--- src/hdl/lkvc_pkg.sv ---
`timescale 1ns / 1ps

package lkvc_pkg;

  // sequencer states
  typedef enum logic [2:0] {
    ST_IDLE,
    ST_SCAN,
    ST_DECIDE,
    ST_TOUCH,
    ST_FINISH
  } lkvc_state_t;

  // request modes
  localparam logic MODE_GET = 1'b0;
  localparam logic MODE_PUT = 1'b1;

  // configuration register map
  localparam int unsigned CFG_ADDR_W = 3;
  localparam int unsigned CFG_DATA_W = 32;
  localparam int unsigned CAP_W      = 5;
  localparam logic [CFG_ADDR_W-1:0] ADDR_CAPACITY = 3'h0;
  localparam logic [CAP_W-1:0]      CAP_RESET     = 5'd16;

endpackage

--- src/hdl/lkvc_req_if.sv ---
`timescale 1ns / 1ps

interface lkvc_req_if #(
  parameter int KEY_BITS   = 32,
  parameter int VALUE_BITS = 32
) ();
  logic                  valid;
  logic                  ready;
  logic                  mode;
  logic [KEY_BITS-1:0]   key;
  logic [VALUE_BITS-1:0] value;

  modport source (output valid, mode, key, value, input ready);
  modport sink   (input valid, mode, key, value, output ready);
endinterface

--- src/hdl/lkvc_rsp_if.sv ---
`timescale 1ns / 1ps

interface lkvc_rsp_if #(
  parameter int KEY_BITS   = 32,
  parameter int VALUE_BITS = 32
) ();
  logic                  valid;
  logic                  ready;
  logic                  hit;
  logic [VALUE_BITS-1:0] read_value;
  logic                  evicted;
  logic [KEY_BITS-1:0]   evicted_key;

  modport source (output valid, hit, read_value, evicted, evicted_key, input ready);
  modport sink   (input valid, hit, read_value, evicted, evicted_key, output ready);
endinterface

--- src/hdl/lkvc_ram.sv ---
`timescale 1ns / 1ps

module lkvc_ram #(
  parameter int WIDTH = 32,
  parameter int DEPTH = 16
) (
  input  logic                     clk,
  input  logic                     we,
  input  logic [$clog2(DEPTH)-1:0] waddr,
  input  logic [WIDTH-1:0]         wdata,
  input  logic [$clog2(DEPTH)-1:0] raddr,
  output logic [WIDTH-1:0]         rdata
);

  logic [WIDTH-1:0] mem [DEPTH];
  logic [WIDTH-1:0] rdata_r;

  always_ff @(posedge clk) begin
    if (we) begin
      mem[waddr] <= wdata;
    end
    rdata_r <= mem[raddr];
  end

  assign rdata = rdata_r;

endmodule

--- src/hdl/lru_key_value_cache_unit.sv ---
`timescale 1ns / 1ps

// fully associative key/value cache with least-recently-used replacement. a request
// (mode 0 = get, mode 1 = put) is taken on in_ch only while the unit is idle, and
// exactly one response follows on out_ch: hit, the stored value on a get hit, and
// on a put miss at capacity the key of the evicted entry. keys, values and ages sit
// in three single-port-write rams that one compare unit walks one slot per cycle.
// a request passes through an idle/accept step, a scan (one ram read per slot,
// registered read data), a decide step, an age update pass (read-modify-write of
// the age ram) and a load of the response register; a get miss skips the age pass.
// the response register lets the next request be accepted while a response still
// waits. capacity (apb offset 0, reset 16) sets how many entries fill before
// eviction starts; zero acts as one, values above ENTRIES saturate. lowering it
// never drops entries, a put miss just evicts one at a time. no clearing pass is
// needed after reset: valid bits live in flops.
module lru_key_value_cache_unit #(
  parameter int ENTRIES    = 16,
  parameter int KEY_BITS   = 32,
  parameter int VALUE_BITS = 32
) (
  input  logic                               clk,
  input  logic                               rst_n,
  lkvc_req_if.sink                           in_ch,
  lkvc_rsp_if.source                         out_ch,
  input  logic                               cfg_psel,
  input  logic                               cfg_penable,
  input  logic                               cfg_pwrite,
  input  logic [lkvc_pkg::CFG_ADDR_W-1:0]    cfg_paddr,
  input  logic [lkvc_pkg::CFG_DATA_W-1:0]    cfg_pwdata,
  output logic [lkvc_pkg::CFG_DATA_W-1:0]    cfg_prdata,
  output logic                               cfg_pready
);

  import lkvc_pkg::*;

  localparam int IDX_W = $clog2(ENTRIES);
  localparam int CNT_W = $clog2(ENTRIES + 1);
  localparam int AGE_W = IDX_W;
  localparam int CMP_W = (CNT_W > CAP_W) ? CNT_W : CAP_W;

  // control state
  lkvc_state_t        state_r, state_nxt;
  logic [CNT_W-1:0]   cnt_r, cnt_nxt;
  logic               chk_en_r, chk_en_nxt;
  logic [IDX_W-1:0]   chk_idx_r, chk_idx_nxt;
  logic [ENTRIES-1:0] valid_r, valid_nxt;
  logic [CNT_W-1:0]   used_r, used_nxt;
  logic [CAP_W-1:0]   cap_r, cap_nxt;
  logic               out_valid_r, out_valid_nxt;

  // latched request
  logic                  req_mode_r, req_mode_nxt;
  logic [KEY_BITS-1:0]   req_key_r, req_key_nxt;
  logic [VALUE_BITS-1:0] req_value_r, req_value_nxt;

  // scan results
  logic                  found_r, found_nxt;
  logic [IDX_W-1:0]      match_idx_r, match_idx_nxt;
  logic [AGE_W-1:0]      match_age_r, match_age_nxt;
  logic [VALUE_BITS-1:0] match_val_r, match_val_nxt;
  logic                  vic_found_r, vic_found_nxt;
  logic [IDX_W-1:0]      vic_idx_r, vic_idx_nxt;
  logic [AGE_W-1:0]      vic_age_r, vic_age_nxt;
  logic [KEY_BITS-1:0]   vic_key_r, vic_key_nxt;
  logic                  free_found_r, free_found_nxt;
  logic [IDX_W-1:0]      free_idx_r, free_idx_nxt;

  // age update pass
  logic [IDX_W-1:0] slot_r, slot_nxt;
  logic [AGE_W-1:0] old_age_r, old_age_nxt;
  logic             touch_all_r, touch_all_nxt;
  logic             ev_r, ev_nxt;

  // response register
  logic                  out_hit_r, out_hit_nxt;
  logic [VALUE_BITS-1:0] out_rv_r, out_rv_nxt;
  logic                  out_ev_r, out_ev_nxt;
  logic [KEY_BITS-1:0]   out_ek_r, out_ek_nxt;

  // ram ports
  logic [IDX_W-1:0]      rd_addr;
  logic [KEY_BITS-1:0]   key_q;
  logic [VALUE_BITS-1:0] val_q;
  logic [AGE_W-1:0]      age_q;
  logic                  kv_key_we, kv_val_we, age_we;
  logic [IDX_W-1:0]      kv_waddr;
  logic [AGE_W-1:0]      age_wdata;

  logic             in_accept;
  logic             cfg_write;
  logic             scan_issue;
  logic             scan_last;
  logic             slot_v;
  logic [CAP_W-1:0] eff_cap;
  logic             full;

  assign in_accept  = in_ch.valid && in_ch.ready;
  assign cfg_write  = cfg_psel && cfg_penable && cfg_pwrite && cfg_pready &&
                      ({cfg_paddr[CFG_ADDR_W-1:2], 2'b00} == ADDR_CAPACITY);
  assign scan_issue = (cnt_r < CNT_W'(ENTRIES));
  assign scan_last  = (cnt_r == CNT_W'(ENTRIES));
  assign rd_addr    = cnt_r[IDX_W-1:0];
  assign slot_v     = valid_r[chk_idx_r];

  // capacity zero behaves as one, anything above ENTRIES saturates
  assign eff_cap = (cap_r == '0) ? CAP_W'(1) : cap_r;
  assign full    = (used_r >= CNT_W'(ENTRIES)) || (CMP_W'(used_r) >= CMP_W'(eff_cap));

  assign cfg_pready = 1'b1;
  assign cfg_prdata = ({cfg_paddr[CFG_ADDR_W-1:2], 2'b00} == ADDR_CAPACITY) ?
                      CFG_DATA_W'(cap_r) : '0;

  assign in_ch.ready        = (state_r == ST_IDLE);
  assign out_ch.valid       = out_valid_r;
  assign out_ch.hit         = out_hit_r;
  assign out_ch.read_value  = out_rv_r;
  assign out_ch.evicted     = out_ev_r;
  assign out_ch.evicted_key = out_ek_r;

  lkvc_ram #(.WIDTH(KEY_BITS), .DEPTH(ENTRIES)) u_key_ram (
    .clk   (clk),
    .we    (kv_key_we),
    .waddr (kv_waddr),
    .wdata (req_key_r),
    .raddr (rd_addr),
    .rdata (key_q)
  );

  lkvc_ram #(.WIDTH(VALUE_BITS), .DEPTH(ENTRIES)) u_val_ram (
    .clk   (clk),
    .we    (kv_val_we),
    .waddr (kv_waddr),
    .wdata (req_value_r),
    .raddr (rd_addr),
    .rdata (val_q)
  );

  lkvc_ram #(.WIDTH(AGE_W), .DEPTH(ENTRIES)) u_age_ram (
    .clk   (clk),
    .we    (age_we),
    .waddr (chk_idx_r),
    .wdata (age_wdata),
    .raddr (rd_addr),
    .rdata (age_q)
  );

  always_ff @(posedge clk) begin
    if (!rst_n) begin
      state_r     <= ST_IDLE;
      cnt_r       <= '0;
      chk_en_r    <= 1'b0;
      valid_r     <= '0;
      used_r      <= '0;
      cap_r       <= CAP_RESET;
      out_valid_r <= 1'b0;
    end else begin
      state_r     <= state_nxt;
      cnt_r       <= cnt_nxt;
      chk_en_r    <= chk_en_nxt;
      valid_r     <= valid_nxt;
      used_r      <= used_nxt;
      cap_r       <= cap_nxt;
      out_valid_r <= out_valid_nxt;
    end
  end

  always_ff @(posedge clk) begin
    chk_idx_r    <= chk_idx_nxt;
    req_mode_r   <= req_mode_nxt;
    req_key_r    <= req_key_nxt;
    req_value_r  <= req_value_nxt;
    found_r      <= found_nxt;
    match_idx_r  <= match_idx_nxt;
    match_age_r  <= match_age_nxt;
    match_val_r  <= match_val_nxt;
    vic_found_r  <= vic_found_nxt;
    vic_idx_r    <= vic_idx_nxt;
    vic_age_r    <= vic_age_nxt;
    vic_key_r    <= vic_key_nxt;
    free_found_r <= free_found_nxt;
    free_idx_r   <= free_idx_nxt;
    slot_r       <= slot_nxt;
    old_age_r    <= old_age_nxt;
    touch_all_r  <= touch_all_nxt;
    ev_r         <= ev_nxt;
    out_hit_r    <= out_hit_nxt;
    out_rv_r     <= out_rv_nxt;
    out_ev_r     <= out_ev_nxt;
    out_ek_r     <= out_ek_nxt;
  end

  always_comb begin
    state_nxt      = state_r;
    cnt_nxt        = cnt_r;
    chk_en_nxt     = 1'b0;
    chk_idx_nxt    = rd_addr;
    valid_nxt      = valid_r;
    used_nxt       = used_r;
    cap_nxt        = cap_r;
    out_valid_nxt  = out_valid_r;
    req_mode_nxt   = req_mode_r;
    req_key_nxt    = req_key_r;
    req_value_nxt  = req_value_r;
    found_nxt      = found_r;
    match_idx_nxt  = match_idx_r;
    match_age_nxt  = match_age_r;
    match_val_nxt  = match_val_r;
    vic_found_nxt  = vic_found_r;
    vic_idx_nxt    = vic_idx_r;
    vic_age_nxt    = vic_age_r;
    vic_key_nxt    = vic_key_r;
    free_found_nxt = free_found_r;
    free_idx_nxt   = free_idx_r;
    slot_nxt       = slot_r;
    old_age_nxt    = old_age_r;
    touch_all_nxt  = touch_all_r;
    ev_nxt         = ev_r;
    out_hit_nxt    = out_hit_r;
    out_rv_nxt     = out_rv_r;
    out_ev_nxt     = out_ev_r;
    out_ek_nxt     = out_ek_r;
    kv_key_we      = 1'b0;
    kv_val_we      = 1'b0;
    kv_waddr       = slot_r;
    age_we         = 1'b0;
    age_wdata      = '0;

    if (cfg_write) begin
      cap_nxt = cfg_pwdata[CAP_W-1:0];
    end

    // response taken downstream
    if (out_ch.valid && out_ch.ready) begin
      out_valid_nxt = 1'b0;
    end

    unique case (state_r)
      ST_IDLE: begin
        if (in_accept) begin
          req_mode_nxt   = in_ch.mode;
          req_key_nxt    = in_ch.key;
          req_value_nxt  = in_ch.value;
          found_nxt      = 1'b0;
          vic_found_nxt  = 1'b0;
          free_found_nxt = 1'b0;
          ev_nxt         = 1'b0;
          cnt_nxt        = '0;
          state_nxt      = ST_SCAN;
        end
      end

      ST_SCAN: begin
        // issue slot cnt_r, examine the slot read in the previous cycle
        if (scan_issue) begin
          chk_en_nxt = 1'b1;
          cnt_nxt    = cnt_r + CNT_W'(1);
        end
        if (chk_en_r) begin
          if (slot_v && (key_q == req_key_r) && !found_r) begin
            found_nxt     = 1'b1;
            match_idx_nxt = chk_idx_r;
            match_age_nxt = age_q;
            match_val_nxt = val_q;
          end
          // oldest valid slot, lowest index on a tie
          if (slot_v && (!vic_found_r || (age_q > vic_age_r))) begin
            vic_found_nxt = 1'b1;
            vic_idx_nxt   = chk_idx_r;
            vic_age_nxt   = age_q;
            vic_key_nxt   = key_q;
          end
          if (!slot_v && !free_found_r) begin
            free_found_nxt = 1'b1;
            free_idx_nxt   = chk_idx_r;
          end
        end
        if (scan_last) begin
          state_nxt = ST_DECIDE;
        end
      end

      ST_DECIDE: begin
        cnt_nxt       = '0;
        touch_all_nxt = 1'b0;
        state_nxt     = ST_FINISH;
        if (found_r) begin
          // hit: refresh recency, put overwrites the value
          slot_nxt    = match_idx_r;
          old_age_nxt = match_age_r;
          kv_waddr    = match_idx_r;
          kv_val_we   = (req_mode_r == MODE_PUT);
          state_nxt   = ST_TOUCH;
        end else if (req_mode_r == MODE_PUT) begin
          if (full && vic_found_r) begin
            // replace the least recent entry
            ev_nxt      = 1'b1;
            slot_nxt    = vic_idx_r;
            old_age_nxt = vic_age_r;
            kv_waddr    = vic_idx_r;
            kv_key_we   = 1'b1;
            kv_val_we   = 1'b1;
            state_nxt   = ST_TOUCH;
          end else if (free_found_r) begin
            // fill the lowest free slot, every live entry ages
            slot_nxt              = free_idx_r;
            touch_all_nxt         = 1'b1;
            kv_waddr              = free_idx_r;
            kv_key_we             = 1'b1;
            kv_val_we             = 1'b1;
            valid_nxt[free_idx_r] = 1'b1;
            used_nxt              = used_r + CNT_W'(1);
            state_nxt             = ST_TOUCH;
          end
        end
      end

      ST_TOUCH: begin
        if (scan_issue) begin
          chk_en_nxt = 1'b1;
          cnt_nxt    = cnt_r + CNT_W'(1);
        end
        if (chk_en_r) begin
          if (chk_idx_r == slot_r) begin
            age_we    = 1'b1;
            age_wdata = '0;
          end else if (slot_v && (touch_all_r || (age_q < old_age_r))) begin
            age_we    = 1'b1;
            age_wdata = age_q + AGE_W'(1);
          end
        end
        if (scan_last) begin
          state_nxt = ST_FINISH;
        end
      end

      ST_FINISH: begin
        // wait for the response register to free up
        if (!out_valid_r || out_ch.ready) begin
          out_valid_nxt = 1'b1;
          out_hit_nxt   = found_r;
          out_rv_nxt    = (found_r && (req_mode_r == MODE_GET)) ? match_val_r : '0;
          out_ev_nxt    = ev_r;
          out_ek_nxt    = ev_r ? vic_key_r : '0;
          state_nxt     = ST_IDLE;
        end
      end

      default: begin
        state_nxt = ST_IDLE;
      end
    endcase
  end

`ifndef SYNTHESIS
  // fill count tracks the valid bits
  a_used_matches_valid: assert property (@(posedge clk) disable iff (!rst_n)
    $countones(valid_r) == int'(used_r))
    else $error("used count differs from number of valid slots");

  a_used_bounded: assert property (@(posedge clk) disable iff (!rst_n)
    int'(used_r) <= ENTRIES)
    else $error("used count above entry count");

  // one request at a time
  a_busy_after_accept: assert property (@(posedge clk) disable iff (!rst_n)
    in_accept |=> !in_ch.ready)
    else $error("request accepted while previous still in flight");

  // eviction only happens on a put miss
  a_evict_is_miss: assert property (@(posedge clk) disable iff (!rst_n)
    (out_ch.valid && out_ch.evicted) |-> (!out_ch.hit && (out_ch.read_value == '0)))
    else $error("eviction reported together with a hit or read data");
`endif

endmodule
--- src/flat_wrapper.sv ---
// flat-port wrapper written by rule: the top's interface ports become plain ports
module lru_key_value_cache_unit_flat import lkvc_pkg::*;
#(
  parameter int ENTRIES    = 16,
  parameter int KEY_BITS   = 32,
  parameter int VALUE_BITS = 32
)
  (clk, rst_n, cfg_psel, cfg_penable, cfg_pwrite, cfg_paddr, cfg_pwdata, cfg_prdata, cfg_pready, in_ch_valid, in_ch_mode, in_ch_key, in_ch_value, in_ch_ready, out_ch_valid, out_ch_hit, out_ch_read_value, out_ch_evicted, out_ch_evicted_key, out_ch_ready);
  lkvc_req_if #(.KEY_BITS(KEY_BITS), .VALUE_BITS(VALUE_BITS)) in_ch_i ();
  lkvc_rsp_if #(.KEY_BITS(KEY_BITS), .VALUE_BITS(VALUE_BITS)) out_ch_i ();
  input  logic clk;
  input  logic rst_n;
  input  logic cfg_psel;
  input  logic cfg_penable;
  input  logic cfg_pwrite;
  input  logic [lkvc_pkg::CFG_ADDR_W-1:0] cfg_paddr;
  input  logic [lkvc_pkg::CFG_DATA_W-1:0] cfg_pwdata;
  output logic [lkvc_pkg::CFG_DATA_W-1:0] cfg_prdata;
  output logic cfg_pready;
  input wire logic [$bits(in_ch_i.valid)-1:0] in_ch_valid;
  input wire logic [$bits(in_ch_i.mode)-1:0] in_ch_mode;
  input wire logic [$bits(in_ch_i.key)-1:0] in_ch_key;
  input wire logic [$bits(in_ch_i.value)-1:0] in_ch_value;
  output wire logic [$bits(in_ch_i.ready)-1:0] in_ch_ready;
  output wire logic [$bits(out_ch_i.valid)-1:0] out_ch_valid;
  output wire logic [$bits(out_ch_i.hit)-1:0] out_ch_hit;
  output wire logic [$bits(out_ch_i.read_value)-1:0] out_ch_read_value;
  output wire logic [$bits(out_ch_i.evicted)-1:0] out_ch_evicted;
  output wire logic [$bits(out_ch_i.evicted_key)-1:0] out_ch_evicted_key;
  input wire logic [$bits(out_ch_i.ready)-1:0] out_ch_ready;
  assign in_ch_i.valid = in_ch_valid;
  assign in_ch_i.mode = in_ch_mode;
  assign in_ch_i.key = in_ch_key;
  assign in_ch_i.value = in_ch_value;
  assign in_ch_ready = in_ch_i.ready;
  assign out_ch_valid = out_ch_i.valid;
  assign out_ch_hit = out_ch_i.hit;
  assign out_ch_read_value = out_ch_i.read_value;
  assign out_ch_evicted = out_ch_i.evicted;
  assign out_ch_evicted_key = out_ch_i.evicted_key;
  assign out_ch_i.ready = out_ch_ready;
  lru_key_value_cache_unit #(.ENTRIES(ENTRIES), .KEY_BITS(KEY_BITS), .VALUE_BITS(VALUE_BITS)) u_core (.clk(clk), .rst_n(rst_n), .in_ch(in_ch_i), .out_ch(out_ch_i), .cfg_psel(cfg_psel), .cfg_penable(cfg_penable), .cfg_pwrite(cfg_pwrite), .cfg_paddr(cfg_paddr), .cfg_pwdata(cfg_pwdata), .cfg_prdata(cfg_prdata), .cfg_pready(cfg_pready));
endmodule
--- config.mk ---
export PLATFORM = sky130hd
export DESIGN_NAME = lru_key_value_cache_unit_flat
export DESIGN_NICKNAME = d
export VERILOG_FILES = /design/src/hdl/lkvc_pkg.sv /design/src/hdl/lkvc_req_if.sv /design/src/hdl/lkvc_rsp_if.sv /design/src/hdl/lkvc_ram.sv /design/src/hdl/lru_key_value_cache_unit.sv /design/src/flat_wrapper.sv
export SDC_FILE = /design/constraint.sdc
export NUM_CORES = 1
export LEC_CHECK = 0
export ABC_AREA = 1
export BUFFER_PORTS_ARGS = -buffer_cell sky130_fd_sc_hd__buf_2
export CORE_MARGIN = 5
export CORE_UTILIZATION = 35
export DETAILED_ROUTE_END_ITERATION = 7
export PLACE_DENSITY_LB_ADDON = 0.3
export RECOVER_POWER = 25
export SLEW_MARGIN = 20
export SYNTH_ARGS = -nofsm -noshare
export SYNTH_HDL_FRONTEND = slang
export SYNTH_HIERARCHICAL = 1
export SYNTH_SLANG_ARGS = --single-unit
--- constraint.sdc ---
create_clock -name clk -period 11.7 [get_ports clk]
set_clock_uncertainty 0.15 [all_clocks]
set_input_delay 1.17 -clock clk [delete_from_list [all_inputs] [get_ports clk]]
set_output_delay 1.17 -clock clk [all_outputs]
set_load 0.05 [all_outputs]
Yosys cells after proc, flatten, opt, wreduce, memory -nomap -nowiden
Memories as Yosys holds them, arrays and structs flattened. A register that Yosys moved wholly into a read port is not among the register bits.
Cells that the tools add are included.
- bits in registers: 268
- bits in latches: 0
- memory bits (writable): 1088
- memory bits (read-only): 0
- bits of input ports: 107
- word-level logic and storage cells: 177
- memories: 3
- add/sub/neg operators: 3
- multipliers: 0
- divide/modulo/power cells: 0
- order comparisons: 8
- equality and inequality tests: 19
- shift-type cells: 0
- mux-type cells: 65
- bitwise operators: 5
- reductions and logical operators: 45
- memories (memory ; words ; bits a word ; read ports ; clocked after Yosys merged registers in ; write ports ; RTL line ; RTL):
    u_core.u_key_ram.mem ; 16 ; 32 ; 1 ; 1 ; 1 ; lkvc_ram.sv:15 ; logic [WIDTH-1:0] mem [DEPTH];
    u_core.u_val_ram.mem ; 16 ; 32 ; 1 ; 1 ; 1 ; lkvc_ram.sv:15 ;
    u_core.u_age_ram.mem ; 16 ; 4 ; 1 ; 1 ; 1 ; lkvc_ram.sv:15 ;
- operator list (operator ; number):
    4-bit two-way mux ; 12
    1-bit two-way mux ; 33
    32-bit == test ; 1
    3-bit two-way mux ; 8
    5-bit two-way mux ; 4
    2-bit by 1-bit != test with 1-bit output, second input constant ; 10
    16-bit bitwise OR ; 1
    4-bit AND reduction ; 4
    3-bit case mux with 5 select lines ; 1
    5-bit case mux with 3 select lines ; 1
    3-bit AND reduction ; 5
    1-bit logical AND ; 13
    5-bit by 1-bit adder with 5-bit output, second input constant ; 2
    4-bit by 5-bit < comparator with 1-bit output, second input constant ; 2
    5-bit AND reduction ; 2
    1-bit case mux with 2 select lines ; 4
    2-bit nonzero test ; 4
    3-bit by 2-bit == test with 1-bit output, second input constant ; 2
    2-bit AND reduction ; 3
    5-bit == test, second input constant ; 1
    5-bit >= comparator ; 1
    5-bit >= comparator, second input constant ; 1
    1-bit zero test ; 5
    5-bit zero test ; 1
    17 further kinds ; 24

Logic depth before layout (Yosys ltp)
- depth after elaboration: 11
- gate-level depth with buffers: 16

By module
Netlist, hierarchy kept.
- by module, submodules not included (module ; instances ; cells an instance ; area an instance (um^2)):
    lkvc_ram (u_core.u_key_ram ...) ; 2 ; 2120 ; 22730.6
    lru_key_value_cache_unit ; 1 ; 890 ; 10650.2
    lkvc_ram (u_core.u_age_ram) ; 1 ; 291 ; 2966.6

Least setup slack after synthesis
No wires, ideal clock.
- kind: input to register
- from: input port out_ch_ready
- to: register u_core.out_ev_r (netlist: u_core/out_ch.evicted) (enable)
- library setup time: 0.653 ns
- data arrival time: 7.460 ns
- data required time: 10.897 ns
- path slack: 3.437 ns
- cell stages on the path: 2
- buffers on the path: 0
- path through: nor2_1 -> nor4_1
- word-level cells in the longest chain between the ends: 2
- ends and longest elaborated chain (item ; RTL line ; RTL):
    start: declaration ; flat_wrapper.sv:30 ; input wire logic [$bits(out_ch_i.ready)-1:0] out_ch_ready;
    1-bit logical OR ; lru_key_value_cache_unit.sv:338 ; if (!out_valid_r || out_ch.ready) begin
    2-bit AND reduction (no source line) ; - ;
    end signal: assignment ; lru_key_value_cache_unit.sv:188 ; out_ev_r <= out_ev_nxt;
    end: declaration ; lru_key_value_cache_unit.sv:77 ; logic out_ev_r, out_ev_nxt;
No other way between the ends.
A chain may end at the register's enable or synchronous reset.

Worst setup path after layout
- from: register u_core.found_r
- to: memory u_core.u_val_ram.mem[15][4] (enable)
- word-level cells in the longest chain between the ends: 4
- elaborated cells on any way between the ends: 6
- ends and longest elaborated chain (item ; RTL line ; RTL):
    start: declaration ; lru_key_value_cache_unit.sv:57 ; logic found_r, found_nxt;
    start signal: assignment ; lru_key_value_cache_unit.sv:172 ; found_r <= found_nxt;
    1-bit two-way mux ; lru_key_value_cache_unit.sv:286 ; if (found_r) begin
    1-bit two-way mux ; lru_key_value_cache_unit.sv:237 ; unique case (state_r)
    net u_core.kv_val_we ; lru_key_value_cache_unit.sv:85 ; logic kv_key_we, kv_val_we, age_we;
    1-bit two-way mux ; lkvc_ram.sv:19 ; if (we) begin
    1-bit two-way mux (not written as such) ; lkvc_ram.sv:20 ; mem[waddr] <= wdata;
    end: declaration ; lkvc_ram.sv:15 ;
The timed path passes the listed nets, and every way through them passes these cells.

==> impl_metrics.env <==
export IMPL_grt_usage_pct=16.3
export IMPL_place_congestion=0.772
export IMPL_status="complete, no violations"
export IMPL_max_cap_viol_count=0
export IMPL_cts_buffers_inserted=155
export IMPL_peakVddDrop_v=0.000174
export IMPL_drt_iter0_drc=2886
export IMPL_cpMaxStageDelayCell="edfxtp_1"
export IMPL_clock_sinks=1424
export IMPL_final_common_cell="nand2_1"
export IMPL_synth_edf_count=1312
export IMPL_cts_buffer_depth=3
export IMPL_max_stage_delay_ns=0.81
export IMPL_syn2layout_area_growth_pct=13.0
export IMPL_crit_buf_inv=2
export IMPL_min_period_ns=4.30
export IMPL_initial_core_util_pct=35.2
export IMPL_p_leak_nw=27.5
export IMPL_hold_class="reg -> reg"
export IMPL_p_per_area_mw_per_mm2=205
export IMPL_end_kind="register"
export IMPL_ys_ff_latch=1424
export IMPL_syn_inst=5421
export IMPL_ys_seq_area_share_pct=70.5
export IMPL_fill_cells=15900
export IMPL_hold_viol_final=0
export IMPL_setup_viol=0
export IMPL_min_from="u_core/u_val_ram/rdata[4]"
export IMPL_synth_top_area_share_pct=66.7
export IMPL_avgSynthCellArea_um2=10.9
export IMPL_io_buffers=150
export IMPL_nets=5681
export IMPL_cp_required_ns=11.97
export IMPL_pre_cts_ws_ns=7.36
export IMPL_layout_common_cells="1577 x nand2_1, 1312 x edfxtp_1, 975 x inv_1"
export IMPL_worst_slack_ns=7.40
export IMPL_cts_repair_resized=0
export IMPL_path_depth=7
export IMPL_ios=208
export IMPL_fin_crit_sh_pct=36.7
export IMPL_insertion_delay_ns=0.79
export IMPL_slew_viol_final=0
export IMPL_min_to="u_core/match_val_r[4]"
export IMPL_grt_pass1_vias=34500
export IMPL_synth_area_leaders="edfxtp_1 67%, nand2_1 10%, nand3_1 7.3%, inv_1 6.2%, dfxtp_1 3.8%"
export IMPL_drtAntennaViolNets=0
export IMPL_vias=36500
export IMPL_std_cell_rows=150
export IMPL_crit_type="reg -> reg"
export IMPL_cts_setup_buffers=0
export IMPL_crit_family="simple AND/OR/NAND/NOR gates"
export IMPL_p_total_mw=13.7
export IMPL_core_area_mm2=0.168
export IMPL_grt_first_pass_wirelength_mm=217
export IMPL_reg2reg_depth=7
export IMPL_top_regs="u_core/u_key_ram/mem: 512 flops, u_core/u_val_ram/mem: 512 flops, u_core/u_age_ram/mem: 64 flops"
export IMPL_placed_area_mm2=0.0617
export IMPL_yosysTopAreaCell="edfxtp_1"
export IMPL_fp_dieArea_mm2=0.177
export IMPL_cts_tree="built"
export IMPL_grt_overflow=0
export IMPL_reg2reg_to="u_core/u_val_ram/mem[15][4]"
export IMPL_antenna_found_initial=10
export IMPL_fp_dieW_um=421
export IMPL_avgRoutedWirePerCell_um=18.5
export IMPL_slew_headroom_pct=9.89
export IMPL_drt_wl_total_mm=146
export IMPL_critPathMaxFanout=17
export IMPL_r2r_start="u_core/found_r"
export IMPL_fin_setup_tns_ns=0
export IMPL_worst_pin_slew_ns=1.35
export IMPL_first_pass_iters=5
export IMPL_final_cell_area_mm2=0.0668
export IMPL_cp_start_kind="register"
export IMPL_multi_input_area_mm2=0.0123
export IMPL_fmax_mhz=233
export IMPL_register_area_mm2=0.0417
export IMPL_syn_area_mm2=0.0591
export IMPL_ys_warnings_count=6
export IMPL_r2r_setup_slack_ns=7.40
export IMPL_hpwl_mm=75.1
export IMPL_drt_vias_per_instance=4.62
export IMPL_clk_transition_reported_paths_ns=0.06
export IMPL_crit_chain="clkinv_1 -> nand3_1 -> nand2_1 -> nor2_1 -> nand3_1 -> nor2_4 -> buf_4"
export IMPL_drcViolationCount=0
export IMPL_grt_start_max_net_pins=221
export IMPL_min_path_cells=0
export IMPL_yosysUniqueCellTypes=47
export IMPL_cp_common_cell="nand3_1"
export IMPL_cts_root_buf="clkbuf_16"
export IMPL_layout_drive_gt1_share_pct=8.73
export IMPL_die_y_um=421
export IMPL_cp_arrival_ns=4.57
export IMPL_async_reset_ff_share_pct=0
export IMPL_rsz0062_at_grt="false"
export IMPL_cts_hold_buf=0
export IMPL_synth_flop_cell="edfxtp_1"
export IMPL_htreeDepth=4
[how the worst max path moves through the flow]
| stage | startpoint | end | slack, ns |
|---|---|---|---|
| floorplan | out_ch_ready | u_core/out_ch.evicted | 3.44 |
| global placement | u_core/found_r | u_core/u_val_ram/mem[15][11] | 7.43 |
| detailed placement | u_core/found_r | u_core/u_val_ram/mem[15][11] | 7.36 |
| CTS | u_core/found_r | u_core/u_val_ram/mem[15][3] | 7.34 |
| global route | u_core/cap_r[4] | u_core/u_val_ram/mem[9][1] | 7.11 |
| finish | u_core/found_r | u_core/u_val_ram/mem[15][4] | 7.40 |
[synthesized netlist by cell type (2+ instances only)]
| cell | n |
|---|---|
| a211oi_1 | 4 |
| a21oi_1 | 39 |
| buf_1 | 28 |
| buf_12 | 2 |
| buf_2 | 87 |
| buf_4 | 44 |
| buf_6 | 63 |
| clkbuf_1 | 38 |
| clkinv_1 | 3 |
| conb_1 | 2 |
| dfxtp_1 | 112 |
| edfxtp_1 | 1312 |
| ha_1 | 17 |
| inv_1 | 979 |
| inv_2 | 6 |
| inv_4 | 4 |
| nand2_1 | 1577 |
| nand2_4 | 2 |
| nand3_1 | 858 |
| nand3b_1 | 5 |
| nand4_1 | 5 |
| nor2_1 | 136 |
| nor2_2 | 3 |
| nor3_1 | 10 |
| nor3_2 | 2 |
| o211ai_1 | 10 |
| o21ai_0 | 32 |
| o22ai_1 | 5 |
| or2_2 | 2 |
| xnor2_1 | 9 |
| xor2_1 | 9 |
[routing by layer]
metal	up-vias	wire (um)	track usage, %	share of wire, %
met5	-	21	0	0.014
met4	4	4280	5.15	2.9
met3	258	7370	2.60	5.0
met2	939	71600	27.9	49
met1	17500	63000	21.3	43
li1	17800	-	-	-
[final cells by class]
class	count	area share (%)
clock buffers	220	6.62
flip-flops and latches	1424	62.4
inverters	994	5.63
diodes	4	0.0150
repair buffers	216	1.85
multi-input cells	2766	18.4
clock inverters	71	1.02
well taps	2204	4.13
[cell families after synthesis]
kind of cell             synth area share [%]
AO/OA/AOI/OAI                           0.898
XOR/XNOR                                0.267
adder cells (fa/ha/maj)                 0.360
buffers and inverters                    9.36
flip-flops                               70.5
other                                  0.0127
AND/OR/NAND/NOR                          18.6
[stage by stage]
step	utilization, %	cells	hold slack (ns)
after floorplan	-	5447	0.236
after global placement	36.8	7604	0.238
after detailed placement	36.8	7604	0.239
after CTS	39.9	7895	0.245
after global routing	39.8	7898	0.256
final	39.8	7899	0.244
[power by group]
part | total (mW) | internal (mW) | switching [mW]
registers | 6.45 | 6.07 | 0.371
logic | 2.41 | 0.663 | 1.74
clock network | 4.84 | 2.83 | 2.01
total | 13.7 | 9.56 | 4.13
Power figures use the tool's default switching activity.
